## src/rtl/i2cm_pkg.sv

```systemverilog
`default_nettype none
package i2cm_pkg;

	localparam int unsigned CmdW = 3;
	localparam int unsigned ByteW = 8;
	localparam int unsigned PhaseW = 5;
	localparam int unsigned PaddrW = 3;
	localparam int unsigned PdataW = 32;
	localparam logic [ByteW-1:0] AckLimitReset = 8'd255;
	localparam logic [PhaseW-1:0] WriteLastBit = 5'd24;
	localparam logic [PhaseW-1:0] ReadLast = 5'd16;
	localparam logic [PhaseW-1:0] WriteLast = 5'd25;

	typedef enum logic [CmdW-1:0] {
		OP_IDLE  = 3'd0,
		OP_INIT  = 3'd1,
		OP_START = 3'd2,
		OP_STOP  = 3'd3,
		OP_WRITE = 3'd4,
		OP_READ  = 3'd5,
		OP_ACK   = 3'd6
	} op_t;

	typedef enum logic {
		REG_ACK_LIMIT = 1'b0
	} reg_idx_t;

	typedef struct packed {
		logic [CmdW-1:0]  command;
		logic [ByteW-1:0] write_byte;
		logic             sda_line;
	} in_beat_t;

	typedef struct packed {
		logic             scl_level;
		logic             sda_level;
		logic             busy_res;
		logic             done_res;
		logic [ByteW-1:0] read_result;
		logic             ack_seen;
	} out_beat_t;

endpackage
`default_nettype wire

```

## src/rtl/i2c_master_tick_engine_top.sv

```systemverilog
// the result beat of an accepted tick beat is registered and appears in the next cycle
// throughput: one tick beat per cycle while the result side does not stall
// the output register sets the rate; a stalled result stalls the input side
// reset (arst_n low): idle, both lines released, read byte and ack flag zero,
// ack_wait_limit 255
`default_nettype none
module i2c_master_tick_engine_top
	import i2cm_pkg::*;
(
	input  wire logic                  clk,
	input  wire logic                  arst_n,
	input  wire logic                  in_valid,
	output logic                       in_stall,
	input  wire in_beat_t              in_data,
	output logic                       out_valid,
	input  wire logic                  out_stall,
	output out_beat_t                  out_data,
	input  wire logic                  psel,
	input  wire logic                  penable,
	input  wire logic                  pwrite,
	input  wire logic [PaddrW-1:0]     paddr,
	input  wire logic [PdataW-1:0]     pwdata,
	output logic [PdataW-1:0]          prdata,
	output logic                       pready
);

	logic [ByteW-1:0]  ack_limit_q;
	op_t               op_q, op_n, op_c;
	logic [PhaseW-1:0] phase_q, phase_n, phase_c;
	logic [1:0]        sub_q, sub_n, sub_c;
	logic [ByteW-1:0]  shift_q, shift_n, shift_c;
	logic [ByteW-1:0]  poll_q, poll_n, poll_c;
	logic              scl_q, scl_n;
	logic              sda_q, sda_n;
	logic              ack_q, ack_n;
	logic [ByteW-1:0]  rdval_q, rdval_n;
	logic              done_c;
	logic              start_c;
	logic              accept;
	logic              out_valid_q;
	out_beat_t         out_q;
	reg_idx_t          cfg_idx;

	// config port
	assign pready  = 1'b1;
	assign cfg_idx = reg_idx_t'(paddr[2]);

	always_ff @(posedge clk or negedge arst_n) begin
		if (!arst_n) begin
			ack_limit_q <= AckLimitReset;
		end else if (psel && penable && pwrite && pready && cfg_idx == REG_ACK_LIMIT) begin
			ack_limit_q <= pwdata[ByteW-1:0];
		end
	end

	always_comb begin
		prdata = '0;
		unique case (cfg_idx)
			REG_ACK_LIMIT: prdata = {{(PdataW-ByteW){1'b0}}, ack_limit_q};
			default:       prdata = '0;
		endcase
	end

	// handshake
	assign in_stall  = out_valid_q && out_stall;
	assign accept    = in_valid && !in_stall;
	assign out_valid = out_valid_q;
	assign out_data  = out_q;

	// command launch
	always_comb begin
		start_c = (op_q == OP_IDLE) && (in_data.command >= OP_INIT)
			&& (in_data.command <= OP_ACK);
		op_c    = start_c ? op_t'(in_data.command) : op_q;
		phase_c = start_c ? '0 : phase_q;
		sub_c   = start_c ? '0 : sub_q;
		poll_c  = start_c ? '0 : poll_q;
		shift_c = shift_q;
		if (start_c && in_data.command == OP_WRITE) begin
			shift_c = in_data.write_byte;
		end else if (start_c && in_data.command == OP_READ) begin
			shift_c = '0;
		end
	end

	// line levels and datapath
	always_comb begin
		scl_n   = scl_q;
		sda_n   = sda_q;
		ack_n   = ack_q;
		rdval_n = rdval_q;
		shift_n = shift_c;
		poll_n  = poll_c;
		sub_n   = sub_c;
		done_c  = 1'b0;
		unique case (op_c)
			OP_INIT: begin
				scl_n  = 1'b1;
				sda_n  = 1'b1;
				done_c = 1'b1;
			end
			OP_START: begin
				if (phase_c == 5'd0) begin
					scl_n = 1'b1;
					sda_n = 1'b1;
				end else if (phase_c == 5'd1) begin
					sda_n = 1'b0;
				end else begin
					scl_n  = 1'b0;
					done_c = 1'b1;
				end
			end
			OP_STOP: begin
				if (phase_c == 5'd0) begin
					scl_n = 1'b0;
					sda_n = 1'b0;
				end else if (phase_c == 5'd1) begin
					scl_n = 1'b1;
				end else begin
					sda_n  = 1'b1;
					done_c = 1'b1;
				end
			end
			OP_WRITE: begin
				if (phase_c == 5'd0) begin
					scl_n = 1'b0;
				end else if (phase_c <= WriteLastBit) begin
					sub_n = (sub_c == 2'd2) ? 2'd0 : sub_c + 2'd1;
					if (sub_c == 2'd0) begin
						sda_n   = shift_c[ByteW-1];
						shift_n = {shift_c[ByteW-2:0], 1'b0};
					end else if (sub_c == 2'd1) begin
						scl_n = 1'b1;
					end else begin
						scl_n = 1'b0;
					end
				end else begin
					sda_n  = 1'b1;
					done_c = 1'b1;
				end
			end
			OP_READ: begin
				if (phase_c == 5'd0) begin
					scl_n = 1'b0;
					sda_n = 1'b1;
				end else if (phase_c[0]) begin
					scl_n   = 1'b1;
					shift_n = {shift_c[ByteW-2:0], in_data.sda_line};
				end else begin
					scl_n = 1'b0;
					if (phase_c >= ReadLast) begin
						rdval_n = shift_c;
						done_c  = 1'b1;
					end
				end
			end
			OP_ACK: begin
				if (phase_c == 5'd0) begin
					scl_n = 1'b1;
					sda_n = 1'b1;
				end else if (phase_c == 5'd1) begin
					scl_n = 1'b1;
					if (!in_data.sda_line) begin
						ack_n = 1'b1;
					end else if (poll_c >= ack_limit_q) begin
						ack_n = 1'b0;
					end else begin
						poll_n = poll_c + 8'd1;
					end
				end else begin
					scl_n  = 1'b0;
					done_c = 1'b1;
				end
			end
			default: begin
			end
		endcase
	end

	// next operation and phase
	always_comb begin
		op_n    = op_c;
		phase_n = phase_c;
		if (op_c != OP_IDLE) begin
			if (done_c) begin
				op_n    = OP_IDLE;
				phase_n = '0;
			end else if (op_c == OP_ACK && phase_c == 5'd1) begin
				phase_n = (in_data.sda_line && poll_c >= ack_limit_q) ? 5'd2 :
					(!in_data.sda_line ? 5'd2 : 5'd1);
			end else begin
				phase_n = phase_c + 5'd1;
			end
		end
	end

	always_ff @(posedge clk or negedge arst_n) begin
		if (!arst_n) begin
			op_q    <= OP_IDLE;
			phase_q <= '0;
			sub_q   <= '0;
			shift_q <= '0;
			poll_q  <= '0;
			scl_q   <= 1'b1;
			sda_q   <= 1'b1;
			ack_q   <= 1'b0;
			rdval_q <= '0;
		end else if (accept) begin
			op_q    <= op_n;
			phase_q <= phase_n;
			sub_q   <= sub_n;
			shift_q <= shift_n;
			poll_q  <= poll_n;
			scl_q   <= scl_n;
			sda_q   <= sda_n;
			ack_q   <= ack_n;
			rdval_q <= rdval_n;
		end
	end

	always_ff @(posedge clk or negedge arst_n) begin
		if (!arst_n) begin
			out_valid_q <= 1'b0;
		end else if (accept) begin
			out_valid_q <= 1'b1;
		end else if (!out_stall) begin
			out_valid_q <= 1'b0;
		end
	end

	always_ff @(posedge clk) begin
		if (accept) begin
			out_q.scl_level   <= scl_n;
			out_q.sda_level   <= sda_n;
			out_q.busy_res    <= (op_n != OP_IDLE);
			out_q.done_res    <= done_c;
			out_q.read_result <= rdval_n;
			out_q.ack_seen    <= ack_n;
		end
	end

	a_done_not_busy: assert property (@(posedge clk) disable iff (!arst_n)
		out_valid_q && out_q.done_res |-> !out_q.busy_res)
		else $error("done beat still busy");

	a_read_phase: assert property (@(posedge clk) disable iff (!arst_n)
		op_q == OP_READ |-> phase_q <= ReadLast)
		else $error("read phase overrun");

	a_write_phase: assert property (@(posedge clk) disable iff (!arst_n)
		op_q == OP_WRITE |-> phase_q <= WriteLast)
		else $error("write phase overrun");

	a_result_held: assert property (@(posedge clk) disable iff (!arst_n)
		out_valid_q && out_stall |=> out_valid_q && $stable(out_q))
		else $error("stalled result lost");

endmodule
`default_nettype wire
```

## config.mk

```make
export PLATFORM = sky130hd
export DESIGN_NAME = i2c_master_tick_engine_top
export DESIGN_NICKNAME = d
export VERILOG_FILES = /design/src/rtl/i2cm_pkg.sv /design/src/rtl/i2c_master_tick_engine_top.sv
export SDC_FILE = /design/constraint.sdc
export NUM_CORES = 1
export LEC_CHECK = 0
export BUFFER_PORTS_ARGS = -buffer_cell sky130_fd_sc_hd__buf_2
export CORE_UTILIZATION = 40
export CTS_CLUSTER_DIAMETER = 60
export DETAILED_ROUTE_END_ITERATION = 8
export HOLD_SLACK_MARGIN = 0.06
export SYNTH_ARGS = -nofsm -noshare
export SYNTH_HDL_FRONTEND = slang
export SYNTH_SLANG_ARGS = --single-unit
```

## constraint.sdc

```tcl
create_clock -name clk -period 4.5 [get_ports clk]
set_input_delay 1.35 -clock clk [delete_from_list [all_inputs] [get_ports clk]]
set_output_delay 1.35 -clock clk [all_outputs]
set_load 0.03 [all_outputs]
```

### Word-level counts from Yosys, hierarchy flattened

Index checks and enable logic that the tools add are counted.

* logic and storage cells: 127
* bits of input ports: 54
* flip-flop bits (word level): 59

* eq/ne operators: 12
* muxes and demuxes: 70
* reduce and logical (&&, ||, !) cells: 19
* bitwise gates (word level): 1
* order comparisons: 5
* add/subtract/negate cells: 3

Operator list (count)
* 8-bit 2-to-1 mux: 18
* 1-bit 2-to-1 mux: 34
* 5-bit 2-to-1 mux: 4
* 8-bit one-hot mux with 2 select lines: 1
* 3-bit == test (second input constant): 5
* 2-bit 2-to-1 mux: 7
* 1-bit logical AND: 11
* 3-bit 2-to-1 mux: 3
* 8-bit by 1-bit adder with 8-bit output (second input constant): 1
* 8-bit greater-or-equal comparator: 1
* 3-bit by 2-bit == test with 1-bit output (second input constant): 2
* 1-bit one-hot mux with 6 select lines: 1
* 3-bit nonzero test: 2
* 5-bit by 1-bit adder with 5-bit output (second input constant): 1
* 5-bit by 1-bit == test with 1-bit output (second input constant): 1
* 5-bit greater-or-equal comparator (second input constant): 1
* 5-bit <= comparator (second input constant): 1
* 5-bit logical NOT: 1
* 1-bit one-hot mux with 5 select lines: 1
* 1-bit one-hot mux with 4 select lines: 1
* 3-bit by 1-bit == test with 1-bit output (second input constant): 1
* 3-bit by 1-bit greater-or-equal comparator with 1-bit output (second input constant): 1
* 3-bit <= comparator (second input constant): 1
* 3-bit logical NOT: 1
* other kinds (9): 9

### Depth between registers and ports, before layout

Gate-level depths: netlist of the first run.

* depth after elaboration: 12
* depth in mapped cells: 14
* gate-level depth less buffers: 11

### Least setup slack after synthesis of the first run

OpenSTA, ideal clock, no wires.

* path kind: input to register
* from: input in_data[10] (netlist name)
* to: register phase_q[0]
* path buffers: 3
* stages on the path: 13
* data arrival time: 4.132 ns
* slack: 0.247 ns
* path through: and3_1 -> buf_2 -> or3_1 -> buf_2 -> clkbuf_1 -> and2_1 -> ha_1 -> and3_1 -> nand3_1 -> o31ai_1 -> nor2_1 -> a31o_2 -> a32o_1

* longest elaborated chain between the ends: 11
* elaborated cells on any way between the ends: 35
* those cells by class: add/sub (1); order compare (5); eq/ne (7); mux (15); reduce/logical (7)

RTL lines
* from (decl): line i2c_master_tick_engine_top.sv:14 `input wire in_beat_t in_data,`
* 3-bit by 1-bit greater-or-equal comparator with 1-bit output: line i2c_master_tick_engine_top.sv:72 `start_c = (op_q == OP_IDLE) && (in_data.command >= OP_INIT)`
* 1-bit logical AND: line i2c_master_tick_engine_top.sv:72
* 1-bit logical AND: line i2c_master_tick_engine_top.sv:73 `&& (in_data.command <= OP_ACK);`
* 5-bit 2-to-1 mux: line i2c_master_tick_engine_top.sv:75 `phase_c = start_c ? '0 : phase_q;`
* 5-bit greater-or-equal comparator: line i2c_master_tick_engine_top.sv:151 `if (phase_c >= ReadLast) begin`
* 1-bit 2-to-1 mux: line i2c_master_tick_engine_top.sv:151
* 1-bit 2-to-1 mux: line i2c_master_tick_engine_top.sv:146 `end else if (phase_c[0]) begin`
* 1-bit 2-to-1 mux: line i2c_master_tick_engine_top.sv:143 `if (phase_c == 5'd0) begin`
* 1-bit one-hot mux with 4 select lines: line i2c_master_tick_engine_top.sv:96 `unique case (op_c)`
* 5-bit 2-to-1 mux: line i2c_master_tick_engine_top.sv:185 `if (done_c) begin`
* 5-bit 2-to-1 mux *: line i2c_master_tick_engine_top.sv:184 `if (op_c != OP_IDLE) begin`
* to (signal assigned): line i2c_master_tick_engine_top.sv:210 `phase_q <= phase_n;`
* to (decl): line i2c_master_tick_engine_top.sv:29 `logic [PhaseW-1:0] phase_q, phase_n, phase_c;`

Mark *: on every way between the ends. The rest lies on a longest branch, timed or not.
A chain may end at the register's enable or synchronous reset.

### Worst setup path after layout of the first run

* from: input in_data[11] (netlist name)
* to: register shift_q[0]

* longest elaborated chain between the ends: 10
* elaborated cells on any way between the ends: 24
* those cells by class: order compare (3); eq/ne (4); mux (11); reduce/logical (6)

RTL lines
* branches (longest 9 deep; another with 5-bit <= comparator)
* 8-bit one-hot mux with 2 select lines *: line i2c_master_tick_engine_top.sv:96
* to (signal assigned): line i2c_master_tick_engine_top.sv:212 `shift_q <= shift_n;`
* to (decl): line i2c_master_tick_engine_top.sv:31 `logic [ByteW-1:0] shift_q, shift_n, shift_c;`

Every way passes the cells marked *.

==> results of run 1 <==
==> critical path, stage by stage <==
cell and delay [ps]:
buf_2 170, and3_1 190, or3_1 510, nand2_1 180, ha_1 220, or4b_2 610
buf_4 170, a31oi_1 300, a211oi_4 170, a21boi_0 170, o31ai_1 240
==> registers in the layout (all words and copies together) (netlist names) <==
signal       count
sub_q            2
op_q             3
out_valid        1
rdval_q          8
sda_q            1
shift_q          8
ack_limit_q      8
phase_q          5
scl_q            1
poll_q           8
ack_q            1
out_data        13
==> placed cells by master (no fill, tap or decap), types with 11 or more instances in the layout <==
cell	n
o21ai_0	20
a31oi_1	12
ha_1	11
and2_1	11
inv_1	20
buf_4	16
nand2b_1	12
conb_1	25
buf_2	50
nor2_1	21
mux2_4	16
dfrtp_1	36
edfxtp_1	13
nand3_1	11
nand2_1	37
a21oi_1	13
==> cells by family (layout without fill, tap and decap cells) <==
family	count (synthesis)	after routing	share of synthesized area, %
AND/OR/NAND/NOR	126	126	17.2
flip-flops	59	59	39.3
other	2	25	0.190
buffers and inverters	67	103	9.46
adder cells (fa/ha/maj)	11	11	3.48
multiplexers	35	35	11.2
XOR/XNOR	2	2	0.443
AO/OA/AOI/OAI	102	102	18.8
==> power by group through the flow <==
stage               Sequential [mW]  Clock, mW  Combinational, mW
detailed placement            0.788          0               1.11
finish                        0.780      0.548               1.13
global placement              0.784          0               1.11
floorplan                     0.797          0              0.826
global route                  0.797      0.588               1.24
CTS                           0.778      0.561               1.12
==> metrics by stage <==
stage                     utilization, %  power [mW]  hold WS (ps)
after floorplan                        -        1.62           437
after global placement              45.4        1.89           453
after CTS                           47.8        2.46           469
after global routing                47.8        2.63           505
final                               47.8        2.45           465
after detailed placement            45.4        1.90           460
==> cell type report <==
class	count	area, um^2	area share [%]
multi-input combinational	301	2110	46.9
clock buffer	9	124	2.75
inverter	21	78.8	1.75
clock inverter	7	100	2.22
timing repair buffer	66	370	8.23
sequential	59	1550	34.5
tap	129	161	3.59
==> path summary, 6_finish.rpt <==
kind,startpoint,endpoint,depth (start not counted)
min,poll_q[5],poll_q[5],1
max in group asynchronous,arst_n,phase_q[2],2
min reg2reg,poll_q[5],poll_q[5],1
max,in_data[11],shift_q[0],11
min in group asynchronous,arst_n,poll_q[6],1
max reg2reg,op_q[1],shift_q[0],10
==> per-layer routing <==
layer  part of all wire, %  vias up  global-route usage (%)
li1                      -     1519                       -
met4                   2.0        0                    7.13
met5                     0        -                       0
met3                   3.9       16                    4.42
met1                    48     1485                    24.1
met2                    46       82                    28.0
==> reports/metrics.cfg, run 1 <==
[final_layout]
final-instance-count-excl-fill = 592
antennaDiodeCount = 0
drive_above_1_share_pct = 28.5
nFillCells = 894
area_growth_pct = 13.8
final_area_um2 = 4500
finalNetCount = 523

[detailed_routing]
viasPerCell = 5.24
drt-total-wl_um = 8780
drc = 0
wl_per_cell_um = 14.8
dr.pass1.iters = 4
vias = 3102
drt_iter0_markers = 130
antenna_left = 0

[power_and_ir_drop]
internal_power_mw = 1.43
p_switching_mw = 1.02
combPwrFrac_pct = 45.9
p_clk_share_pct = 22.3
p_per_area_nw_per_um2 = 545
switching_share_pct = 41.7
vdd_drop_max_uv = 276
pwr-share-seq_pct = 31.8
p_leak_nw = 2.05

[critical_path]
worst-setup-path-type = input port to flop
start_kind = input port
cp_data_required_time_ps = 4740
cp_max_fo = 12
crit_arrival_ps = 4290
crit_path_end_kind = flop
ff2ff_setup_slack_ps = 720

[global_routing]
grt_pass1_wl_um = 14200
grt_max_degree = 26
overflow = 0
antenna_found_initial = 0
grt_pass1_vias = 2931
grt.total_usage_pct = 18.0

[die]
core_um2 = 9420
rows = 35
dieArea_um2 = 10300
die_w_um = 101
initial_utilization_pct = 42.0
die_y_um = 101
ios = 102

[yosys]
syn_area_um2 = 3960
synth.most_common_cell = nand2_1
synthFlopType = dfrtp_1
syn_avg_cell_area_um2 = 9.79
ys_top_cells_by_count = nand2_1 (37), dfrtp_1 (36), buf_4 (25)
yosys.area.top_type = dfrtp_1
ys_async_sr_fraction_pct = 78.0
synth_edf_count = 13
ys_seq_elements = 59
syn_inst = 404
yosysTopAreaCellShare_pct = 22.8
ys_top_cells_by_area = dfrtp_1 (23%), edfxtp_1 (9.9%), dfstp_2 (6.6%), mux2_4 (6.1%), buf_4 (4.7%)
ys_warn_count = 0
yosysSeqAreaShare_pct = 39.3
yosysUniqueCellTypes = 67

[clocking]
numCtsBuffers = 9
clk_path_buf_depth = 2
cts_tree = done
cts-resized-gates = 0
clkTransAtPathRegs_ps = 70
root_buffer = clkbuf_8
holdBufCountCts = 0
post_cts_buffers = 0
h-tree-depth = 3
clk_latency_ps = 350
clock-sinks = 59

[timing]
tightestPinTransition_ps = 746
setup_ws_ps = 456
slew_violations = 0
finalHoldViolations = 0
fin_crit_ps = 4040
fin_skew_ps = 10.9
tns_ps = 0
period_share_pct = 89.9
slew_headroom_pct = 49.6
clock.fmax_mhz = 247
setup_viol_count_final = 0
rsz0062_at_grt = no

[placed_design]
place_area_um2 = 4280
post-place-ws_ps = 113
place_congestion = 0.902
port_buffers = 50
hpwl_um = 6420
placed_cells_incl_taps = 576

[flow_run]
cap_violations = 0

[hold_path]
hp-class = flop to flop

[run_status]
outcome = finished clean

Power figures use the tool's default switching activity.
==> run 2, diff against run 1 <==
Settings changed: CELL_PAD_IN_SITES_DETAIL_PLACEMENT from default to 1, CELL_PAD_IN_SITES_GLOBAL_PLACEMENT from default to 2, CORE_UTILIZATION 40 to 33, CTS_CLUSTER_SIZE from default to 14, PLACE_DENSITY_LB_ADDON from default to 0.1.
==> reports/metrics.cfg, run 2 (synthesized netlist as in run 1, its figures left out) <==
[hold_path]
hp-class = flop to flop
whs_path_depth = 1  ; unchanged

[critical_path]
ff2ff_setup_slack_ps = 1100  ; +380 ps
cp_max_fo = 8  ; -4
start_kind = input port
worst-setup-path-type = input port to flop
crit_arrival_ps = 4200  ; -90 ps
cp_data_required_time_ps = 4720  ; -20 ps
crit_path_end_kind = flop
rr_worst_depth = 11  ; +1

[final_layout]
final_cell_mix = buf_2 (50), nand2_1 (37), dfrtp_1 (36)
nFillCells = 1337  ; +50%
drive_above_1_share_pct = 29.7  ; +1.2 points
area_growth_pct = 18.2
seq_area_um2 = 1550  ; unchanged
final_common_cell = buf_2
multi_input_area_um2 = 2110  ; unchanged
antennaDiodeCount = 0  ; unchanged
largest_reg_flops = 13  ; unchanged
finalNetCount = 534  ; +2.1%

[clocking]
post_cts_buffers = 0  ; unchanged
cts_tree = done
h-tree-depth = 3  ; unchanged
clock-sinks = 59  ; unchanged
holdBufCountCts = 0  ; unchanged
cts-resized-gates = 0  ; unchanged
clk_path_buf_depth = 2  ; unchanged
clk_latency_ps = 340  ; about the same
clkTransAtPathRegs_ps = 50  ; -20 ps
numCtsBuffers = 9  ; unchanged
root_buffer = clkbuf_16

[power_and_ir_drop]
p_switching_mw = 1.09  ; +6.5%
pwr-share-seq_pct = 28.9  ; -2.9 points
switching_share_pct = 40.6  ; -1.0 points
combPwrFrac_pct = 45.5  ; -0.4 points
p_total_mw = 2.68  ; +9.2%
vdd_drop_max_uv = 214  ; -23%
p_leak_nw = 2.14  ; +4.3%
p_per_area_nw_per_um2 = 573  ; +5.2%
p_clk_share_pct = 25.6  ; +3.3 points
internal_power_mw = 1.59  ; +11%

[timing]
finalHoldViolations = 0  ; unchanged
rsz0062_at_grt = no
setup_viol_count_final = 0  ; unchanged
period_share_pct = 88.4  ; -1.4 points
tns_ps = 0  ; unchanged
slew_violations = 0  ; unchanged
clock.fmax_mhz = 251  ; +1.6%
tightestPinTransition_ps = 977  ; +231 ps
fin_crit_ps = 3980  ; -64.5 ps
fin_skew_ps = 8.79  ; -2.13 ps
slew_headroom_pct = 34.9  ; -15 points

[detailed_routing]
antenna_left = 0  ; unchanged
viasPerCell = 5.22  ; -0.34%
drc = 7  ; +7
dr.pass1.iters = 8  ; +4
vias = 3222  ; +3.9%
drt-total-wl_um = 10700  ; +21%
drt_iter0_markers = 106  ; -18%
wl_per_cell_um = 17.3  ; +16%

[global_routing]
overflow = 0  ; unchanged
grt.total_usage_pct = 18.7  ; +0.68 points
antenna_found_initial = 0  ; unchanged
grt_max_degree = 41  ; +58%
grt_pass1_vias = 3329  ; +14%
grt_pass1_wl_um = 17900  ; +26%

[die]
ios = 102  ; unchanged
dieArea_um2 = 12400  ; +21%
initial_utilization_pct = 34.2  ; -7.8 points
core_um2 = 11600  ; +23%
die_y_um = 111  ; +9.9%
rows = 39  ; +11%
die_w_um = 111  ; +9.9%

[run_status]
outcome = complete, but fails checks
violations = design-rule violations

[placed_design]
port_buffers = 50  ; unchanged
hpwl_um = 7830  ; +22%
place_congestion = 0.806  ; -11%

[flow_run]
cap_violations = 0  ; unchanged

## run 2: changes by cell type in the layout (fill, tap and decap cells not counted), sizes merged
cell,before,now
buf,66,77
bufinv,2,1
clkbuf,9,11
clkinv,4,5
inv,22,20
## run 2: worst paths after layout
kind / startpoint / endpoint
max: in_data[10] / poll_q[1]
min: poll_q[7] / poll_q[7]
max reg2reg: op_q[2] / poll_q[1]
min reg2reg: poll_q[7] / poll_q[7]
max in group asynchronous: arst_n / scl_q
min in group asynchronous: arst_n / phase_q[0]
## run 2: routing by layer
layer  global-route usage [%]  wire length [um]  up-vias
met2                     30.2              5080       59
li1                         -                 -     1548
met4                     8.38               230        0
met3                     3.65               380       20
met5                        0                 0        -
met1                     24.3              4960     1595
## run 2: cell type report
class                           count  share of cell area (%)
Clock inverter                      5                    1.12
Tap cell                          143                    3.83
Inverter                           21                    1.69
Sequential cell                    59                    33.3
Clock buffer                       11                    5.19
Timing Repair Buffer               77                    9.69
Multi-Input combinational cell    301                    45.2
## run 2: critical path, cell delays in order
cell      delay [ps]
buf_2            120
and3_1           220
or3_1            520
and2_1           270
ha_1             270
and3_1           190
a221oi_1         290
o31ai_1          150
buf_4            160
nor4_4           280
o21ai_0          150
a32o_1           230
## run 2: per-stage QoR
stage | cells | utilization (%) | cell area [um^2] | setup WS, ps | hold slack (ps)
2_1_floorplan | 427 | - | 4040 | 247 | 437
3_3_place_gp | 601 | 37.9 | 4380 | 155 | 456
3_5_place_dp | 601 | 37.9 | 4380 | 103 | 469
4_1_cts | 617 | 40.4 | 4670 | 477 | 476
5_1_grt | 617 | 40.4 | 4670 | 321 | 479
6_report | 617 | 40.4 | 4670 | 520 | 470
## run 2: power groups by stage
stage / clock network, mW / logic, mW / registers (mW)
finish: 0.685 / 1.22 / 0.775
detailed placement: 0 / 1.22 / 0.782
global placement: 0 / 1.21 / 0.777
global route: 0.732 / 1.35 / 0.790
floorplan: 0 / 0.826 / 0.797
CTS: 0.711 / 1.23 / 0.774
==> run 3, diff against run 2 <==
Settings changed: BUFFER_PORTS_ARGS -buffer_cell sky130_fd_sc_hd__buf_2 to default, CORE_UTILIZATION 33 to 39, DONT_BUFFER_PORTS from default to 1, PLACE_DENSITY_LB_ADDON 0.1 to 0.15.
==> reports/metrics.cfg, run 3 (synthesized netlist as in run 1, its figures left out) <==
[clocking]
h-tree-depth = 3  ; unchanged
cts_tree = done
holdBufCountCts = 0  ; unchanged
numCtsBuffers = 9  ; unchanged
post_cts_buffers = 0  ; unchanged
clk_path_buf_depth = 2  ; unchanged
clock-sinks = 59  ; unchanged
cts-resized-gates = 0  ; unchanged
root_buffer = clkbuf_8
clkTransAtPathRegs_ps = 80  ; +30 ps
clk_latency_ps = 350  ; about the same

[timing]
period_share_pct = 89.9  ; +1.4 points
setup_viol_count_final = 0  ; unchanged
rsz0062_at_grt = no
clock.fmax_mhz = 247  ; -1.6%
slew_violations = 0  ; unchanged
setup_ws_ps = 456  ; -64.9 ps
tightestPinTransition_ps = 691  ; -286 ps
tns_ps = 0  ; unchanged
slew_headroom_pct = 53.5  ; +19 points
fin_crit_ps = 4040  ; +64.9 ps
finalHoldViolations = 0  ; unchanged
fin_skew_ps = 9.37  ; +0.582 ps

[hold_path]
hold_path_startpoint = poll_q[7]
whs_endpoint = poll_q[7]
hp-class = flop to flop
whs_path_depth = 1  ; unchanged

[detailed_routing]
wl_per_cell_um = 17.9  ; +3.8%
drc = 0  ; -7
dr.pass1.iters = 4  ; -4
viasPerCell = 5.44  ; +4.2%
antenna_left = 0  ; unchanged
vias = 2960  ; -8.1%
drt_iter0_markers = 118  ; +11%
drt-total-wl_um = 9750  ; -8.5%

[placed_design]
hpwl_um = 6950  ; -11%
post-place-ws_ps = 95.0  ; -7.95 ps
port_buffers = 0  ; -100%
place_congestion = 0.820  ; +1.7%
placed_cells_incl_taps = 528  ; -12%

[critical_path]
ff2ff_setup_slack_ps = 690  ; -410 ps
rr_worst_depth = 10  ; -1
crit_top_cell = and3_1
regToRegStartpoint = op_q[2]
max_stage_delay_ps = 580  ; +60 ps
crit_path_top_delay_cell = or3_1
crit_start = in_data[10]
cp_data_required_time_ps = 4730  ; about the same
worst-setup-path-type = input port to flop
crit_path_end_kind = flop
rr_endpoint = phase_q[1]
cp_max_fo = 13  ; +5
crit_arrival_ps = 4270  ; +70 ps
path_cells = and3_1 -> or3_1 -> and2_1 -> ha_1 -> and3_1 -> a221oi_1 -> o31ai_1 -> nor2_1 -> a31oi_1 -> a32o_1
start_kind = input port

[die]
die_w_um = 103  ; -7.9%
ios = 102  ; unchanged
dieArea_um2 = 10500  ; -15%
initial_utilization_pct = 40.3  ; +6.1 points
die_y_um = 103  ; -7.9%
core_um2 = 9820  ; -15%
rows = 36  ; -7.7%

[global_routing]
grt.total_usage_pct = 20.0  ; +1.3 points
grt_pass1_wl_um = 15800  ; -11%
grt_max_degree = 47  ; +15%
antenna_found_initial = 0  ; unchanged
overflow = 0  ; unchanged
grt_pass1_vias = 3005  ; -9.7%

[power_and_ir_drop]
p_per_area_nw_per_um2 = 588  ; +2.6%
vdd_drop_max_uv = 221  ; +3.3%
p_total_mw = 2.51  ; -6.2%
p_leak_nw = 1.85  ; -14%

[flow_run]
cap_violations = 0  ; unchanged

[final_layout]
final_common_cell = nand2_1
seq_area_um2 = 1550  ; unchanged
post-route-util_pct = 43.5  ; +3.1 points
multi_input_area_um2 = 2110  ; unchanged
finalNetCount = 471  ; -12%
nFillCells = 1161  ; -13%
antennaDiodeCount = 0  ; unchanged
largest_reg_flops = 13  ; unchanged
final_cell_mix = nand2_1 (37), dfrtp_1 (36), conb_1 (25)
area_growth_pct = 7.97
final-instance-count-excl-fill = 544  ; -12%
drive_above_1_share_pct = 19.2  ; -11 points

[run_status]
outcome = finished clean

==> run 3: changes by cell type in the layout (fill, tap and decap cells not counted) <==
cell,change
buf_2,-50
clkbuf_16,-9
clkbuf_1,-1
buf_12,+1
buf_4,-14
clkbuf_8,+8
clkinv_2,-1
clkinv_4,+1
bufinv_16,+2
==> run 3: how the worst max path moves through the flow <==
stage	endpoint	slack [ps]	depth (start not counted)
2_1_floorplan	phase_q[0]	250	13
3_3_place_gp	phase_q[1]	110	10
3_5_place_dp	phase_q[1]	90	10
4_1_cts	phase_q[1]	440	10
5_1_grt	phase_q[1]	250	10
6_report	phase_q[1]	460	10
==> run 3: per-layer routing <==
layer | routed length, um | vias to the layer above | track usage (%)
li1 | - | 1424 | -
met1 | 4740 | 1479 | 27.2
met2 | 4630 | 51 | 31.7
met3 | 304 | 6 | 4.00
met4 | 71 | 0 | 6.48
met5 | 0 | - | 0
==> run 3: cell type report <==
type                            instances  area share (%)
Inverter                               21            1.85
Timing Repair Buffer                   14            2.75
Multi-Input combinational cell        301            49.5
Tap cell                              133            3.90
Clock inverter                          7            2.72
Sequential cell                        59            36.4
Clock buffer                            9            2.90
==> run 3: power breakdown <==
part | switching [mW] | internal (mW) | total (mW)
Clock | 0.237 | 0.367 | 0.604
Combinational | 0.660 | 0.418 | 1.08
Sequential | 0.141 | 0.689 | 0.830
==> run 3: metrics by stage <==
stage / hold slack [ps] / instance area [um^2]
after floorplan: 437 / 4040
final: 473 / 4270
after global placement: 457 / 4030
after detailed placement: 471 / 4030
after global routing: 498 / 4270
after CTS: 482 / 4270
==> run 3: critical path, delay by kind of cell <==
kind / cells / cell delay (ps)
AND/OR/NAND/NOR: 5 / 1730
AO/OA/AOI/OAI: 4 / 920
adder cells (fa/ha/maj): 1 / 270
